===== config.mk =====
export PLATFORM = sky130hd
export DESIGN_NAME = vr2d_cordic_stage
export DESIGN_NICKNAME = d
export VERILOG_FILES = /design/src/hdl/vr2d_pkg.sv /design/src/hdl/vr2d_cordic_stage.sv
export SDC_FILE = /design/constraint.sdc
export NUM_CORES = 1
export LEC_CHECK = 0
export BUFFER_PORTS_ARGS = -buffer_cell sky130_fd_sc_hd__buf_2
export CAP_MARGIN = 20
export CORE_ASPECT_RATIO = 1.2
export CORE_MARGIN = 5
export CORE_UTILIZATION = 43
export CTS_CLUSTER_DIAMETER = 30
export CTS_CLUSTER_SIZE = 24
export DETAILED_ROUTE_END_ITERATION = 10
export PLACE_DENSITY_LB_ADDON = 0.12
export SYNTH_ARGS = -nofsm -noshare
export SYNTH_HDL_FRONTEND = slang
export SYNTH_SLANG_ARGS = --single-unit

===== constraint.sdc =====
create_clock -name clock -period 10.9 [get_ports clock]
set_clock_uncertainty 0.05 [all_clocks]
set_input_delay 0.545 -clock clock [delete_from_list [all_inputs] [get_ports clock]]
set_output_delay 0.545 -clock clock [all_outputs]
set_load 0.05 [all_outputs]

===== src/hdl/vr2d_pkg.sv =====
// Shared constants and the arctangent table for the 2D vector rotator.
`default_nettype none

package vr2d_pkg;

   localparam int DEF_CORDIC_STAGES = 16;
   localparam int DEF_COORD_WIDTH   = 16;

   localparam int ANGLE_WIDTH = 16;
   // The angle moves from Q3.13 to Q2.30 by this left shift.
   localparam int ANGLE_SHIFT = 17;
   localparam int FRAC_BITS   = 30;
   localparam int CX_WIDTH    = 33;
   localparam int Z_WIDTH     = 34;
   localparam int ATAN_LEN    = 24;

   localparam logic signed [Z_WIDTH-1:0] PI_Q30      = 34'sd3373259426;
   localparam logic signed [Z_WIDTH-1:0] HALF_PI_Q30 = 34'sd1686629713;

   localparam longint K_BASE     = 64'sd652032874;
   localparam longint K_FRAC     = 64'sd434688583;
   localparam longint ROUND_BIAS = (64'sd1 <<< FRAC_BITS) - 64'sd1;

   // atan(2^-i) in Q2.30, truncated.
   function automatic logic signed [Z_WIDTH-1:0] atan_q30(input int idx);
      logic signed [Z_WIDTH-1:0] val;
      unique case (idx)
         0:       val = 34'sd843314856;
         1:       val = 34'sd497837829;
         2:       val = 34'sd263043836;
         3:       val = 34'sd133525158;
         4:       val = 34'sd67021686;
         5:       val = 34'sd33543515;
         6:       val = 34'sd16775850;
         7:       val = 34'sd8388437;
         8:       val = 34'sd4194282;
         9:       val = 34'sd2097149;
         10:      val = 34'sd1048575;
         11:      val = 34'sd524287;
         12:      val = 34'sd262143;
         13:      val = 34'sd131071;
         14:      val = 34'sd65535;
         15:      val = 34'sd32767;
         16:      val = 34'sd16383;
         17:      val = 34'sd8191;
         18:      val = 34'sd4095;
         19:      val = 34'sd2047;
         20:      val = 34'sd1023;
         21:      val = 34'sd511;
         22:      val = 34'sd255;
         23:      val = 34'sd127;
         default: val = '0;
      endcase
      return val;
   endfunction

endpackage

`default_nettype wire


===== src/hdl/vr2d_cordic_stage.sv =====
// One registered micro-rotation of the CORDIC pipeline.
`default_nettype none

module vr2d_cordic_stage
   import vr2d_pkg::*;
#(
   parameter int COORD_WIDTH = DEF_COORD_WIDTH,
   parameter int STAGE_IDX   = 0
) (
   input  wire logic                          clock,
   input  wire logic                          reset,
   input  wire logic                          enable,
   input  wire logic                          valid_in,
   input  wire logic signed [COORD_WIDTH-1:0] x_in,
   input  wire logic signed [COORD_WIDTH-1:0] y_in,
   input  wire logic signed [CX_WIDTH-1:0]    cx_in,
   input  wire logic signed [CX_WIDTH-1:0]    cy_in,
   input  wire logic signed [Z_WIDTH-1:0]     z_in,
   input  wire logic                          neg_in,
   output logic                               valid_out,
   output logic signed [COORD_WIDTH-1:0]      x_out,
   output logic signed [COORD_WIDTH-1:0]      y_out,
   output logic signed [CX_WIDTH-1:0]         cx_out,
   output logic signed [CX_WIDTH-1:0]         cy_out,
   output logic signed [Z_WIDTH-1:0]          z_out,
   output logic                               neg_out
);

   localparam logic signed [Z_WIDTH-1:0] ATAN = atan_q30(STAGE_IDX);

   logic                          valid_ff;
   logic signed [COORD_WIDTH-1:0] x_ff;
   logic signed [COORD_WIDTH-1:0] y_ff;
   logic signed [CX_WIDTH-1:0]    cx_ff;
   logic signed [CX_WIDTH-1:0]    cy_ff;
   logic signed [CX_WIDTH-1:0]    cx_in_next;
   logic signed [CX_WIDTH-1:0]    cy_in_next;
   logic signed [CX_WIDTH-1:0]    dx;
   logic signed [CX_WIDTH-1:0]    dy;
   logic signed [Z_WIDTH-1:0]     z_ff;
   logic signed [Z_WIDTH-1:0]     z_in_next;
   logic                          neg_ff;

   assign dx = cy_in >>> STAGE_IDX;
   assign dy = cx_in >>> STAGE_IDX;

   always_comb begin
      if (!z_in[Z_WIDTH-1]) begin
         cx_in_next = cx_in - dx;
         cy_in_next = cy_in + dy;
         z_in_next  = z_in - ATAN;
      end else begin
         cx_in_next = cx_in + dx;
         cy_in_next = cy_in - dy;
         z_in_next  = z_in + ATAN;
      end
   end

   always_ff @(posedge clock) begin
      if (reset) begin
         valid_ff <= 1'b0;
      end else if (enable) begin
         valid_ff <= valid_in;
      end
   end

   always_ff @(posedge clock) begin
      if (enable) begin
         x_ff   <= x_in;
         y_ff   <= y_in;
         cx_ff  <= cx_in_next;
         cy_ff  <= cy_in_next;
         z_ff   <= z_in_next;
         neg_ff <= neg_in;
      end
   end

   assign valid_out = valid_ff;
   assign x_out     = x_ff;
   assign y_out     = y_ff;
   assign cx_out    = cx_ff;
   assign cy_out    = cy_ff;
   assign z_out     = z_ff;
   assign neg_out   = neg_ff;

endmodule

`default_nettype wire


# Word-level counts from Yosys, hierarchy flattened

Cells that the tools add are included.

Register bits after elaboration: 134
Input port bits: 137
Output and inout bits: 134

Add/subtract/negate cells: 5
Mux-type cells: 3

Operators with widths:

| operator               | number |
|---|---|
| $mux 33                | 2 |
| $sub 33x33->33         | 2 |
| $add 34x31->34 const B | 1 |
| $mux 34                | 1 |
| $sub 34x31->34 const B | 1 |
| $add 33x33->33         | 1 |

# Logic depth before layout (Yosys ltp)

Depth in word-level cells: 2
Mapped depth: 14
Gate-level depth less buffers: 12

# Least setup slack after synthesis

No wires, ideal clock.

Path kind: input port to flip-flop
From: input z_in[33]
To: register z_ff[32], in the netlist z_out[32], data pin
Setup time: 0.265 ns
Arrival: 3.665 ns
Required time: 10.585 ns
Slack: 6.920 ns
Stages on the path: 13
Path through: inv_1 clkbuf_1 buf_1 ha_1 a21o_1 a211o_1 a311o_1 nand2_1 o22ai_1 o311ai_0 a22o_1 o21ai_0 xor2_1

Longest elaborated chain between the ends: 1

RTL lines:

| what                 | line                    | text |
|---|---|---|
| start, declared      | vr2d_cordic_stage.sv:18 | `input wire logic signed [Z_WIDTH-1:0] z_in,` |
| $mux 34              | vr2d_cordic_stage.sv:48 | `if (!z_in[Z_WIDTH-1]) begin` |
| net z_in_next[32]    | vr2d_cordic_stage.sv:41 | `logic signed [Z_WIDTH-1:0] z_in_next;` |
| end signal, assigned | vr2d_cordic_stage.sv:73 | `z_ff <= z_in_next;` |
| end, declared        | vr2d_cordic_stage.sv:40 | `logic signed [Z_WIDTH-1:0] z_ff;` |

The timed path passes the listed nets, and every way through them passes these cells.
A chain may end at the register's enable or synchronous reset.

# Worst setup path after layout

Same ends and word-level chain as after synthesis.

==> flow_summary.json <==
{
  "synth_area_mm2": 0.0111,
  "place_hpwl_um": 27400,
  "crit_required_ps": 11040,
  "met1_usage_pct": 30.0,
  "die_y_um": 186,
  "wirelength_um": 35100,
  "p_seq_share_pct": 33.2,
  "grt_max_degree": 82,
  "intPower_w": 0.00119,
  "design_area_mm2": 0.0133,
  "wl_per_cell_um": 19.7,
  "rows": 64,
  "final_common_cell": "buf_2",
  "overflow": 0,
  "clk_latency_ps": 440,
  "whs_endpoint": "valid_out$_SDFFE_PP0P_",
  "cts.sinks": 133,
  "postSynth.asyncResetShare_pct": 0,
  "swShare_pct": 42.0,
  "start_util_pct": 43.5,
  "tightest_slew_ps": 1010,
  "critPathTopFamily": "compound AO/OA/AOI/OAI gates",
  "min_period_ps": 3960,
  "synth.distinct_cells": 83,
  "hold_violations": 0,
  "cts_buffers": 17,
  "yosys_warnings": 0,
  "rrSetupSlack_ps": 10270,
  "antenna_found_initial": 1,
  "min_from": "reset",
  "portBuffers": 270,
  "fp.coreArea_mm2": 0.0255,
  "postCtsSetupBuffers": 0,
  "crit_path_cell_trace": "buf_2, buf_4, buf_4, ha_1, and3_1, a211o_1, a311o_1, nand2_1, o22ai_1, o311ai_0, a22o_1, o21ai_0, xor2_1",
  "syn_inst": 1187,
  "synth_top_area_share_pct": 35.6,
  "ios": 271,
  "drcViolationCount": 0,
  "cp.arrival_ps": 4100,
  "drtIter0Drc": 766,
  "vias": 10099,
  "finalSetupTns_ps": 0,
  "busiest_layer": "met2",
  "r2r-start": "valid_out$_SDFFE_PP0P_",
  "synth_ff_type": "edfxtp_1",
  "die-area_mm2": 0.0292,
  "p_leak_nw": 5.99,
  "grt_pass1_vias": 9781,
  "hold_class": "input port to flip-flop",
  "whs_path_depth": 2,
  "syn-num-nets": 1461,
  "synth_area_per_cell_um2": 9.37,
  "hold_buffers": 0,
  "ys_ff_latch": 133,
  "placed_cell_area_mm2": 0.0127,
  "synth_largest_area_cell": "edfxtp_1",
  "grt_use_met3_pct": 3.61,
  "area_delta_synth_final_pct": 19.4,
  "setup_viol": 0,
  "crit_type": "input port to flip-flop",
  "p_per_area_mw_per_mm2": 155,
  "worst-path-buf-inv": 3,
  "path_clk_slew_ps": 70,
  "grt_use_met2_pct": 39.8,
  "pwr-share-comb_pct": 39.7,
  "nets": 1707,
  "r2r_end": "valid_out$_SDFFE_PP0P_",
  "pwr-share-clk_pct": 27.1,
  "slowest_stage": "buf_4",
  "cp_common_cell": "buf_4",
  "start_kind": "input port",
  "final.period_utilization_pct": 36.3,
  "status": "completed",
  "synth_area_leaders": "edfxtp_1 36%, ha_1 15%, a21oi_1 5.9%",
  "avgViaCountPerCell": 5.68,
  "fmax_mhz": 253,
  "antenna_left": 0,
  "seq_area_frac_synth_pct": 35.8,
  "cts-root-buf": "clkbuf_16",
  "layout_common_cells": "269 x buf_2, 133 x ha_1, 132 x a21oi_1, 132 x edfxtp_1, 103 x inv_1",
  "ctsLongestPathBuffers": 2,
  "cts_resized": 0,
  "track_usage_pct": 23.3,
  "slew_violations": 0,
  "cap_violations": 0,
  "synth_edf_count": 132,
  "globalplace.congestion": 0.951,
  "critPathMaxStageDelay_ps": 690,
  "drive_above_1_share_pct": 22.5,
  "dr.pass1.iters": 5,
  "slew_headroom_pct": 32.3,
  "power.switching_w": 0.000863,
  "grt_pass1_wl_um": 53400,
  "final_util_pct": 52.0,
  "crit_fanout": 69,
  "rr_worst_depth": 2,
  "endpoint_kind": "flip-flop",
  "irDropWorstVdd_mv": 0.0913,
  "chipWidth_um": 157,
  "cts_tree": "built",
  "grt_setup_unrepaired": "false",
  "htreeDepth": 4
}
logic make-up (layout without fill, tap and decap cells):
family	Yosys count	count (layout)	synth area share (%)
compound gates	400	400	23.2
xor+xnor	89	89	7.01
fa+ha+maj	137	137	15.7
buf+inv	156	415	5.51
flops	133	133	35.8
mux	17	17	1.54
other cells	0	2	0
simple gates	255	255	11.2
Yosys cell counts, types with 13 or more instances:
cell type and n:
xnor2_1 67, a21o_1 38, nor3_1 15, mux2i_1 16
a31oi_1 13, xor2_1 22, ha_1 133, o21bai_1 20
nor2b_1 13, clkbuf_1 27, nand2b_1 13, inv_1 104
o21ai_0 74, nand3_1 19, a211oi_1 21, nor2_1 80
edfxtp_1 132, nand2_1 60, a21oi_1 132
stage by stage:
stage	hold WS [ps]	std cells	setup slack [ps]	power [W]
after floorplan	567	1187	6920	0.00128
final	200	1778	6940	0.00205
after global routing	200	1778	6740	0.00215
after global placement	417	1744	6570	0.00150
after detailed placement	440	1744	6560	0.00150
after CTS	187	1776	7000	0.00206
registers in the layout, summed over array words and instances (netlist names):
register,count
cx_out,33
cy_out,32
neg_out,1
valid_out,1
x_out,16
y_out,16
z_out,34
final cells by class:
cell class,count,area [µm²]
fillers,2411,12300
multi-input cells,898,6530
flip-flops and latches,133,3980
repair buffers,274,1390
clock buffers,17,425
well taps,330,413
inverters,109,409
clock inverters,15,135
diodes,2,5.00
worst max path at each step:
stage | from | end | slack, ps | depth (start not counted)
floorplan | z_in[33] | z_out[32]$_DFFE_PP_ | 6920 | 13
global placement | z_in[33] | z_out[32]$_DFFE_PP_ | 6570 | 13
detailed placement | z_in[33] | z_out[32]$_DFFE_PP_ | 6560 | 13
CTS | z_in[33] | z_out[32]$_DFFE_PP_ | 7000 | 13
global route | z_in[33] | z_out[32]$_DFFE_PP_ | 6740 | 13
finish | z_in[33] | z_out[32]$_DFFE_PP_ | 6940 | 13
layer usage:
metal | up-vias | wire, µm
met5 | - | 0
met1 | 4709 | 14700
li1 | 4857 | -
met3 | 65 | 2420
met2 | 468 | 17000
met4 | 0 | 977
power groups by stage:
| stage | logic [W] | clock network [W] | registers (W) |
|---|---|---|---|
| after floorplan | 0.000331 | 0 | 0.000948 |
| after global placement | 0.000807 | 0 | 0.000693 |
| after detailed placement | 0.000809 | 0 | 0.000694 |
| after CTS | 0.000813 | 0.000567 | 0.000684 |
| after global routing | 0.000872 | 0.000588 | 0.000689 |
| final | 0.000815 | 0.000558 | 0.000682 |
(Power assumes the default switching activity.)
