==> src/hdl/vr2d_pkg.sv <==
// Shared constants and the arctangent table for the 2D vector rotator.
`default_nettype none

package vr2d_pkg;

   localparam int DEF_CORDIC_STAGES = 16;
   localparam int DEF_COORD_WIDTH   = 16;

   localparam int ANGLE_WIDTH = 16;
   // The angle moves from Q3.13 to Q2.30 by this left shift.
   localparam int ANGLE_SHIFT = 17;
   localparam int FRAC_BITS   = 30;
   localparam int CX_WIDTH    = 33;
   localparam int Z_WIDTH     = 34;
   localparam int ATAN_LEN    = 24;

   localparam logic signed [Z_WIDTH-1:0] PI_Q30      = 34'sd3373259426;
   localparam logic signed [Z_WIDTH-1:0] HALF_PI_Q30 = 34'sd1686629713;

   localparam longint K_BASE     = 64'sd652032874;
   localparam longint K_FRAC     = 64'sd434688583;
   localparam longint ROUND_BIAS = (64'sd1 <<< FRAC_BITS) - 64'sd1;

   // atan(2^-i) in Q2.30, truncated.
   function automatic logic signed [Z_WIDTH-1:0] atan_q30(input int idx);
      logic signed [Z_WIDTH-1:0] val;
      unique case (idx)
         0:       val = 34'sd843314856;
         1:       val = 34'sd497837829;
         2:       val = 34'sd263043836;
         3:       val = 34'sd133525158;
         4:       val = 34'sd67021686;
         5:       val = 34'sd33543515;
         6:       val = 34'sd16775850;
         7:       val = 34'sd8388437;
         8:       val = 34'sd4194282;
         9:       val = 34'sd2097149;
         10:      val = 34'sd1048575;
         11:      val = 34'sd524287;
         12:      val = 34'sd262143;
         13:      val = 34'sd131071;
         14:      val = 34'sd65535;
         15:      val = 34'sd32767;
         16:      val = 34'sd16383;
         17:      val = 34'sd8191;
         18:      val = 34'sd4095;
         19:      val = 34'sd2047;
         20:      val = 34'sd1023;
         21:      val = 34'sd511;
         22:      val = 34'sd255;
         23:      val = 34'sd127;
         default: val = '0;
      endcase
      return val;
   endfunction

endpackage

`default_nettype wire

==> src/hdl/vr2d_fold.sv <==
// Input stage: scales the angle to Q2.30 and folds it into minus pi/2 through pi/2.
`default_nettype none

module vr2d_fold
   import vr2d_pkg::*;
#(
   parameter int COORD_WIDTH = DEF_COORD_WIDTH
) (
   input  wire logic                          clock,
   input  wire logic                          reset,
   input  wire logic                          enable,
   input  wire logic                          valid_in,
   input  wire logic signed [COORD_WIDTH-1:0] vec_x,
   input  wire logic signed [COORD_WIDTH-1:0] vec_y,
   input  wire logic signed [ANGLE_WIDTH-1:0] angle,
   output logic                               valid_out,
   output logic signed [COORD_WIDTH-1:0]      x_out,
   output logic signed [COORD_WIDTH-1:0]      y_out,
   output logic signed [Z_WIDTH-1:0]          z_out,
   output logic                               neg_out
);

   logic                          valid_ff;
   logic signed [COORD_WIDTH-1:0] x_ff;
   logic signed [COORD_WIDTH-1:0] y_ff;
   logic signed [Z_WIDTH-1:0]     z_ff;
   logic signed [Z_WIDTH-1:0]     z_in;
   logic signed [Z_WIDTH-1:0]     z_scaled;
   logic                          neg_ff;
   logic                          neg_in;

   assign z_scaled = {{(Z_WIDTH-ANGLE_WIDTH-ANGLE_SHIFT){angle[ANGLE_WIDTH-1]}},
                      angle, {ANGLE_SHIFT{1'b0}}};

   // Angles past a right angle are moved by pi; the sign flip is applied at the end.
   always_comb begin
      z_in   = z_scaled;
      neg_in = 1'b0;
      if (z_scaled > HALF_PI_Q30) begin
         z_in   = z_scaled - PI_Q30;
         neg_in = 1'b1;
      end else if (z_scaled < -HALF_PI_Q30) begin
         z_in   = z_scaled + PI_Q30;
         neg_in = 1'b1;
      end
   end

   always_ff @(posedge clock) begin
      if (reset) begin
         valid_ff <= 1'b0;
      end else if (enable) begin
         valid_ff <= valid_in;
      end
   end

   always_ff @(posedge clock) begin
      if (enable) begin
         x_ff   <= vec_x;
         y_ff   <= vec_y;
         z_ff   <= z_in;
         neg_ff <= neg_in;
      end
   end

   assign valid_out = valid_ff;
   assign x_out     = x_ff;
   assign y_out     = y_ff;
   assign z_out     = z_ff;
   assign neg_out   = neg_ff;

endmodule

`default_nettype wire

==> config.mk <==
export PLATFORM = sky130hd
export DESIGN_NAME = vr2d_fold
export DESIGN_NICKNAME = d
export VERILOG_FILES = /design/src/hdl/vr2d_pkg.sv /design/src/hdl/vr2d_fold.sv
export SDC_FILE = /design/constraint.sdc
export NUM_CORES = 1
export LEC_CHECK = 0
export ABC_AREA = 0
export BUFFER_PORTS_ARGS = -buffer_cell sky130_fd_sc_hd__buf_2
export CAP_MARGIN = 25
export CORE_AREA = 2 2 82 76
export DETAILED_ROUTE_END_ITERATION = 16
export DIE_AREA = 0 0 84 78
export PLACE_DENSITY_LB_ADDON = 0.1
export SLEW_MARGIN = 20
export SYNTH_ARGS = -nofsm -noshare
export SYNTH_HDL_FRONTEND = slang
export SYNTH_SLANG_ARGS = --single-unit
==> constraint.sdc <==
create_clock -name clock -period 5.2 [get_ports clock]
set_input_delay 0.26 -clock clock [delete_from_list [all_inputs] [get_ports clock]]
set_output_delay 0.26 -clock clock [all_outputs]
set_load 0.1 [all_outputs]
# Word-level counts from Yosys, hierarchy flattened
# Index checks and enable logic that the tools add are counted.
[classes]
add_sub_neg = 2
mux = 3
magnitude_cmp = 2
[ops]
columns = ["operator", "n"]
rows = [
  ["$mux W34", 2],
  ["$add A33 B33 Y34 const B", 1],
  ["$sub A33 B33 Y34 const B", 1],
  ["$gt A33 B32 Y1 const B", 1],
  ["$lt A33 B32 Y1 const B", 1],
  ["$mux W1", 1],
]
[totals]
in_bits = 52
output_inout_bits = 68
wordCells = 12
regBits = 68

# Longest topological paths before layout
# Gate-level depths: netlist of the first run.
[depth]
ltp_word = 3
ltp_mapped = 8
depth_no_buf = 8

# Worst setup path before layout of the first run
# No wires, ideal clock.
[synth_timing]
kind = "input to register"
from = "in angle[4]"
to = "reg z_ff[31], in the netlist z_out[31], data pin"
arrival_ns = 1.733
required_time_ns = 4.931
path_buffers = 0
setup_ns = 0.269
stages = 5
path_slack_ns = 3.198
path_cell_list = "or3_1 or3_4 a211oi_4 o22ai_1 xor2_1"
[synth_between]
elab_chain_cells = 3
word_cells_on_any_way = 6
cone_classes = "2 x add/sub; 2 x order compare; 2 x mux"
[synth_lines]
columns = ["item", "line_no", "rtl"]
rows = [
  ["start: declaration", "vr2d_fold.sv:15", "input wire logic signed [ANGLE_WIDTH-1:0] angle,"],
  ["$add A33 B33 Y34 or $lt A33 B32 Y1 (tied branches)", "vr2d_fold.sv:43, vr2d_fold.sv:42", ""],
  ["$mux W34", "vr2d_fold.sv:42", "end else if (z_scaled < -HALF_PI_Q30) begin"],
  ["$mux W34 *", "vr2d_fold.sv:39", "if (z_scaled > HALF_PI_Q30) begin"],
  ["net z_in[31]", "vr2d_fold.sv:27", "logic signed [Z_WIDTH-1:0] z_in;"],
  ["end signal: assignment", "vr2d_fold.sv:60", "z_ff <= z_in;"],
  ["end: declaration", "vr2d_fold.sv:26", "logic signed [Z_WIDTH-1:0] z_ff;"],
]
# The timed path passes the listed nets; every way through them passes the cells marked *.
# A chain may end at the register's enable or synchronous reset.

# Worst setup path after layout of the first run
[layout_timing]
from = "in angle[10]"
to = "reg z_ff[29], in the netlist z_out[29], data pin"
# Same word-level chain as after synthesis.

==> summary.txt, run 1 <==
status -> complete, no violations
post-synthesis mux area share -> 0.00405
Detail Placement HPWL -> 3870 um
Iter 0 DRT Violations -> 53
Worst Path Arrival -> 2.12 ns
worst-path cell chain -> buf_2 > nand3_1 > nor4_1 > a21o_1 > clkinv_1 > a32oi_1 > xnor2_1
final wirelength -> 5070 um
synth unique cells -> 51
count of pins over their slew limit -> 0
clk buf depth -> 2
most common flop cell mapped by yosys -> edfxtp_1
drt pass-1 iters -> 4
Adder-Cell Fraction of Synth Area -> 0.0203
initial antenna violation count -> 0
unrepaired setup endpoints after global routing -> false
largest net degree at the start of global routing -> 54
n_diodes -> 0
nets -> 338
Tightest Pin Transition -> 0.660 ns
Compound-Gate Fraction of Synth Area -> 0.109
Synth Instances -> 180
Setup CP Type -> primary input to flip-flop
Die Footprint -> 6550 sq um
I/O pin total -> 120
Max Cap Viol -> 0
Root Buffer Master -> clkbuf_8
final setup violation count -> 0
synth warn -> 0
Fin Setup TNS -> 0 ns
Slew HR -> 0.554
vias in the first global route -> 1583
Layout Area Growth over Synthesis -> 23.9%
Synth Area in Simple Gates -> 0.0795
Synth Cell Area -> 2470 sq um
Hold Buf Count CTS -> 0
Worst-path clk slew -> 0.08 ns
Worst-Skew Late Latency -> 0.29 ns
Num CTS Buffers -> 5
DR vias -> 1751
number of port buffers -> 118
ANT nets after route -> 0
commonest non-fill, non-tap cell in the layout -> buf_2
Post-synth EDFFs -> 52
CP top delay family -> compound AO/OA/AOI/OAI gates
Synthesized Nets -> 236
Worst setup EP type -> flip-flop
Die X -> 84 um
fin worst setup slack -> 3.13 ns
clk_skew -> 0 ns
worst path required time -> 5.25 ns
critical path peak fanout -> 15
DRC -> 0
Startpoint Class -> primary input
slowest stage delay, CP -> 0.46 ns
cell row count -> 26
core area -> 5630 sq um
Die H -> 78 um
Synth Area in XOR/XNOR -> 0.0496
CTS tree -> built
Leakage -> 1.31 nW
share of layout cells above drive strength 1 -> 0.466
first-pass GRT wire length -> 7940 um
initial core utilization -> 0.439
DR vias/cell -> 4.96
Async SR Flop Fraction -> 0
grt total ovfl -> 0
pre-CTS setup slack -> 2.85 ns
final period utilization -> 0.399
All-Layer GR Usage -> 0.154
commonest cells after routing, fill and taps aside -> buf_2 (118), edfxtp_1 (52), nor2_1 (9), nand2_1 (9), xnor2_1 (8)
FF+latch count, synth -> 53
CTS H-Tree Depth -> 2
Hold Path Class -> primary input to flip-flop
Setup Fix Bufs, Post-CTS -> 0
combinational family with the most area after synthesis -> compound AO/OA/AOI/OAI gates
post-synthesis sequential area ratio -> 0.640
drt wl/cell -> 14.4 um
CTS sink cnt -> 53
achievable frequency -> 482 MHz
Pwr Density -> 421 nW/um^2
final hold violation count -> 0
post-CTS sizing -> 0
VDD IR max -> 0.214 mV
Syn Area/Cell -> 13.7 sq um
Tmin final -> 2.07 ns
CP bufs+invs -> 2
slowest stage cell, crit path -> a21o_1
Final GP Congestion -> 0.887
-- power by group --
group,internal (mW),switching [mW],leakage [nW],total (mW)
sequential,0.515,0.0108,0.517,0.526
clock,0.143,0.123,0.0552,0.266
combinational,0.0682,0.428,0.735,0.496
total,0.726,0.562,1.31,1.29
-- registers in the layout, indices dropped and copies added (netlist names) --
signal     flops
z_out         20
x_out         16
y_out         16
valid_out      1
-- per-stage QoR --
| step | instances | power, mW | instance area [sq um] | hold WS [ns] | util |
|---|---|---|---|---|---|
| global placement | 345 | 1.03 | 2960 | 0.422 | 0.525 |
| floorplan | 180 | 0.969 | 2470 | 0.332 | - |
| detailed placement | 345 | 1.03 | 2960 | 0.428 | 0.525 |
| finish | 353 | 1.29 | 3060 | 0.117 | 0.544 |
| global route | 353 | 1.34 | 3060 | 0.0936 | 0.544 |
| CTS | 353 | 1.30 | 3060 | 0.104 | 0.544 |
-- Yosys cell counts (3+ instances only) --
cell type	n	share of area
edfxtp_1	52	0.63
buf_4	15	0.046
nand2_1	9	0.014
nor2_1	9	0.014
xnor2_1	8	0.028
inv_1	7	0.011
o21ai_0	6	0.012
xor2_1	6	0.021
o22ai_1	5	0.013
ha_1	4	0.020
o31ai_1	4	0.012
a211oi_1	3	0.0091
a21oi_1	3	0.0061
a31oi_1	3	0.0076
buf_2	3	0.0061
nand3_1	3	0.0061
-- routing by layer --
metal / routed length (um) / track usage / up-vias
li1: - / - / 854
met1: 2270 / 0.204 / 811
met2: 2410 / 0.254 / 80
met3: 325 / 0.0319 / 6
met4: 70 / 0.0532 / 0
met5: 0 / 0 / -
-- worst paths after layout --
| path | endpoint | cells past startpoint | from | slack, ns |
|---|---|---|---|---|
| max | z_out[29] | 7 | angle[10] | 3.13 |
| min | valid_out | 2 | reset | 0.12 |
| max reg2reg | valid_out | 2 | valid_out | 4.60 |
| min reg2reg | valid_out | 2 | valid_out | 0.53 |
-- layout make-up --
class / count / area [sq um]
Fill cell: 515 / 2560
Tap cell: 70 / 87.6
Sequential cell: 53 / 1580
Clock inverter: 2 / 35.0
Timing Repair Buffer: 119 / 598
Clock buffer: 6 / 72.6
Multi-Input combinational cell: 94 / 652
Inverter: 9 / 36.3
-- kinds of logic (layout without fill, tap and decap cells) --
| logic type | Yosys count | count (layout) |
|---|---|---|
| AO/OA/AOI/OAI | 37 | 37 |
| XOR/XNOR | 14 | 14 |
| adder cells (fa/ha/maj) | 4 | 4 |
| buffers and inverters | 33 | 136 |
| flip-flops | 53 | 53 |
| multiplexers | 1 | 1 |
| other | 1 | 1 |
| AND/OR/NAND/NOR | 37 | 37 |
(Power assumes the default switching activity.)
==> run 2, diff against run 1 <==
--- a/config.mk
+++ b/config.mk
@@ -8,9 +8,9 @@
 export ABC_AREA = 0
 export BUFFER_PORTS_ARGS = -buffer_cell sky130_fd_sc_hd__buf_2
 export CAP_MARGIN = 25
-export CORE_AREA = 2 2 82 76
+export CORE_AREA = 2 2 85 79
 export DETAILED_ROUTE_END_ITERATION = 16
-export DIE_AREA = 0 0 84 78
+export DIE_AREA = 0 0 87 81
 export PLACE_DENSITY_LB_ADDON = 0.1
 export SLEW_MARGIN = 20
 export SYNTH_ARGS = -nofsm -noshare
==> constraint.sdc (replaced) <==
create_clock -name clock -period 1.9 [get_ports clock]
set_input_delay 0.095 -clock clock [delete_from_list [all_inputs] [get_ports clock]]
set_output_delay 0.095 -clock clock [all_outputs]
set_load 0.1 [all_outputs]
==> summary.txt, run 2 (same netlist as run 1, synthesis figures left out) <==
Worst-Skew Late Latency -> 0.29 ns
commonest non-fill, non-tap cell in the layout -> buf_2
Root Buffer Master -> clkbuf_8
cell row count -> 28
Final GP Congestion -> 0.861
final hold violation count -> 0
Comb power frac -> 0.420
final period utilization -> 0.853
All-Layer GR Usage -> 0.154
P_int -> 1.92 mW
fin worst setup slack -> 0.278 ns
Sw Share -> 0.446
DR vias -> 1933
Hold Path Class -> primary input to flip-flop
slowest stage delay, CP -> 0.38 ns
status -> complete, no violations
clk buf depth -> 2
ANT nets after route -> 0
I/O pin total -> 120
n_diodes -> 0
vias in the first global route -> 1835
initial core utilization -> 0.394
Worst-path clk slew -> 0.08 ns
critical path peak fanout -> 6
initial antenna violation count -> 0
Worst Path Arrival -> 1.66 ns
clk_skew -> 0 ns
Pwr Density -> 976 nW/um^2
core area -> 6270 sq um
Clk pwr share -> 0.166
Layout Area Growth over Synthesis -> 44.0%
Die Footprint -> 7050 sq um
Tmin final -> 1.62 ns
Die X -> 87 um
number of port buffers -> 118
Num CTS Buffers -> 5
Slew HR -> 0.658
worst path required time -> 1.94 ns
drt wl/cell -> 13.5 um
Hold Startpoint -> valid_in
Final Non-Filler Cells -> 414
Max Cap Viol -> 0
largest net degree at the start of global routing -> 25
pre-CTS setup slack -> -0.0395 ns
max FFs per register -> 20
drt pass-1 iters -> 4
nets -> 394
sequential power share -> 0.414
achievable frequency -> 617 MHz
commonest cells after routing, fill and taps aside -> buf_2 (118), edfxtp_1 (52), dlygate4sd3_1 (33)
first-pass GRT wire length -> 8420 um
CTS H-Tree Depth -> 2
dpl cells -> 373
Tightest Pin Transition -> 0.512 ns
FILL cells -> 556
CTS sink cnt -> 53
Worst Setup SP -> angle[4]
DR vias/cell -> 4.67
DRC -> 0
final wirelength -> 5580 um
worst-path cell chain -> buf_2 > or3_1 > or3_4 > a211oi_4 > buf_4 > inv_4 > o2bb2ai_1 > xor2_1
share of layout cells above drive strength 1 -> 0.454
r2r startpoint -> valid_out
Psw -> 1.55 mW
slowest stage cell, crit path -> or3_1
Setup CP Type -> primary input to flip-flop
Leakage -> 1.55 nW
final setup violation count -> 0
Hold WS -> 0.0423 ns
Detail Placement HPWL -> 4120 um
unrepaired setup endpoints after global routing -> false
Iter 0 DRT Violations -> 41
Die H -> 81 um
CTS tree -> built
VDD IR max -> 0.377 mV
Worst setup EP type -> flip-flop
Startpoint Class -> primary input
count of pins over their slew limit -> 0
grt total ovfl -> 0
run 2: power groups by stage:
stage                     combinational (mW)  sequential [mW]  clock (mW)
after floorplan                        0.401             2.25           0
after CTS                               1.46             1.44       0.605
final                                   1.46             1.44       0.577
after global placement                  1.41             1.46           0
after detailed placement                1.41             1.47           0
after global routing                    1.51             1.45       0.642
run 2: metrics by stage:
stage,power (mW),utilization,cell area [sq um],TNS [ns]
after global routing,3.60,0.567,3560,0
after global placement,2.87,0.502,3150,0
after detailed placement,2.87,0.502,3150,-0.0896
final,3.47,0.567,3560,0
after CTS,3.50,0.567,3560,0
after floorplan,2.65,-,2470,0
run 2: critical path: cells and delay by family:
family	cells	cell delay, ns
buf+inv	3	0.34
xor+xnor	1	0.15
simple gates	2	0.74
compound gates	2	0.35
run 2: what timing repair did:
action / CTS / global route
gates resized for setup: 0 / 0
endpoints found under the hold margin: 33 / 0
hold buffers: 33 / 0
buffers inserted: 0 / 0
run 2: final timing paths:
path / endpoint / slack (ns) / cells after the start
min: valid_out / 0.04 / 3
min reg2reg: valid_out / 0.50 / 2
max: z_out[27] / 0.28 / 8
max reg2reg: valid_out / 1.32 / 2
run 2: area by class of cell:
type / instances / area, sq um / share of cell area
clock inverter: 3 / 12.5 / 0.00352
clock buffer: 5 / 68.8 / 0.0193
multi-input combinational: 94 / 652 / 0.183
timing repair buffer: 175 / 1110 / 0.313
inverter: 9 / 36.3 / 0.0102
sequential: 53 / 1580 / 0.444
tap: 75 / 93.8 / 0.0264
run 2: routing by layer:
metal | vias up | track usage | wire length [um]
li1 | 970 | - | -
met1 | 869 | 0.195 | 2470
met2 | 84 | 0.258 | 2620
met3 | 10 | 0.0335 | 379
met4 | 0 | 0.0625 | 100
met5 | - | 0 | 0
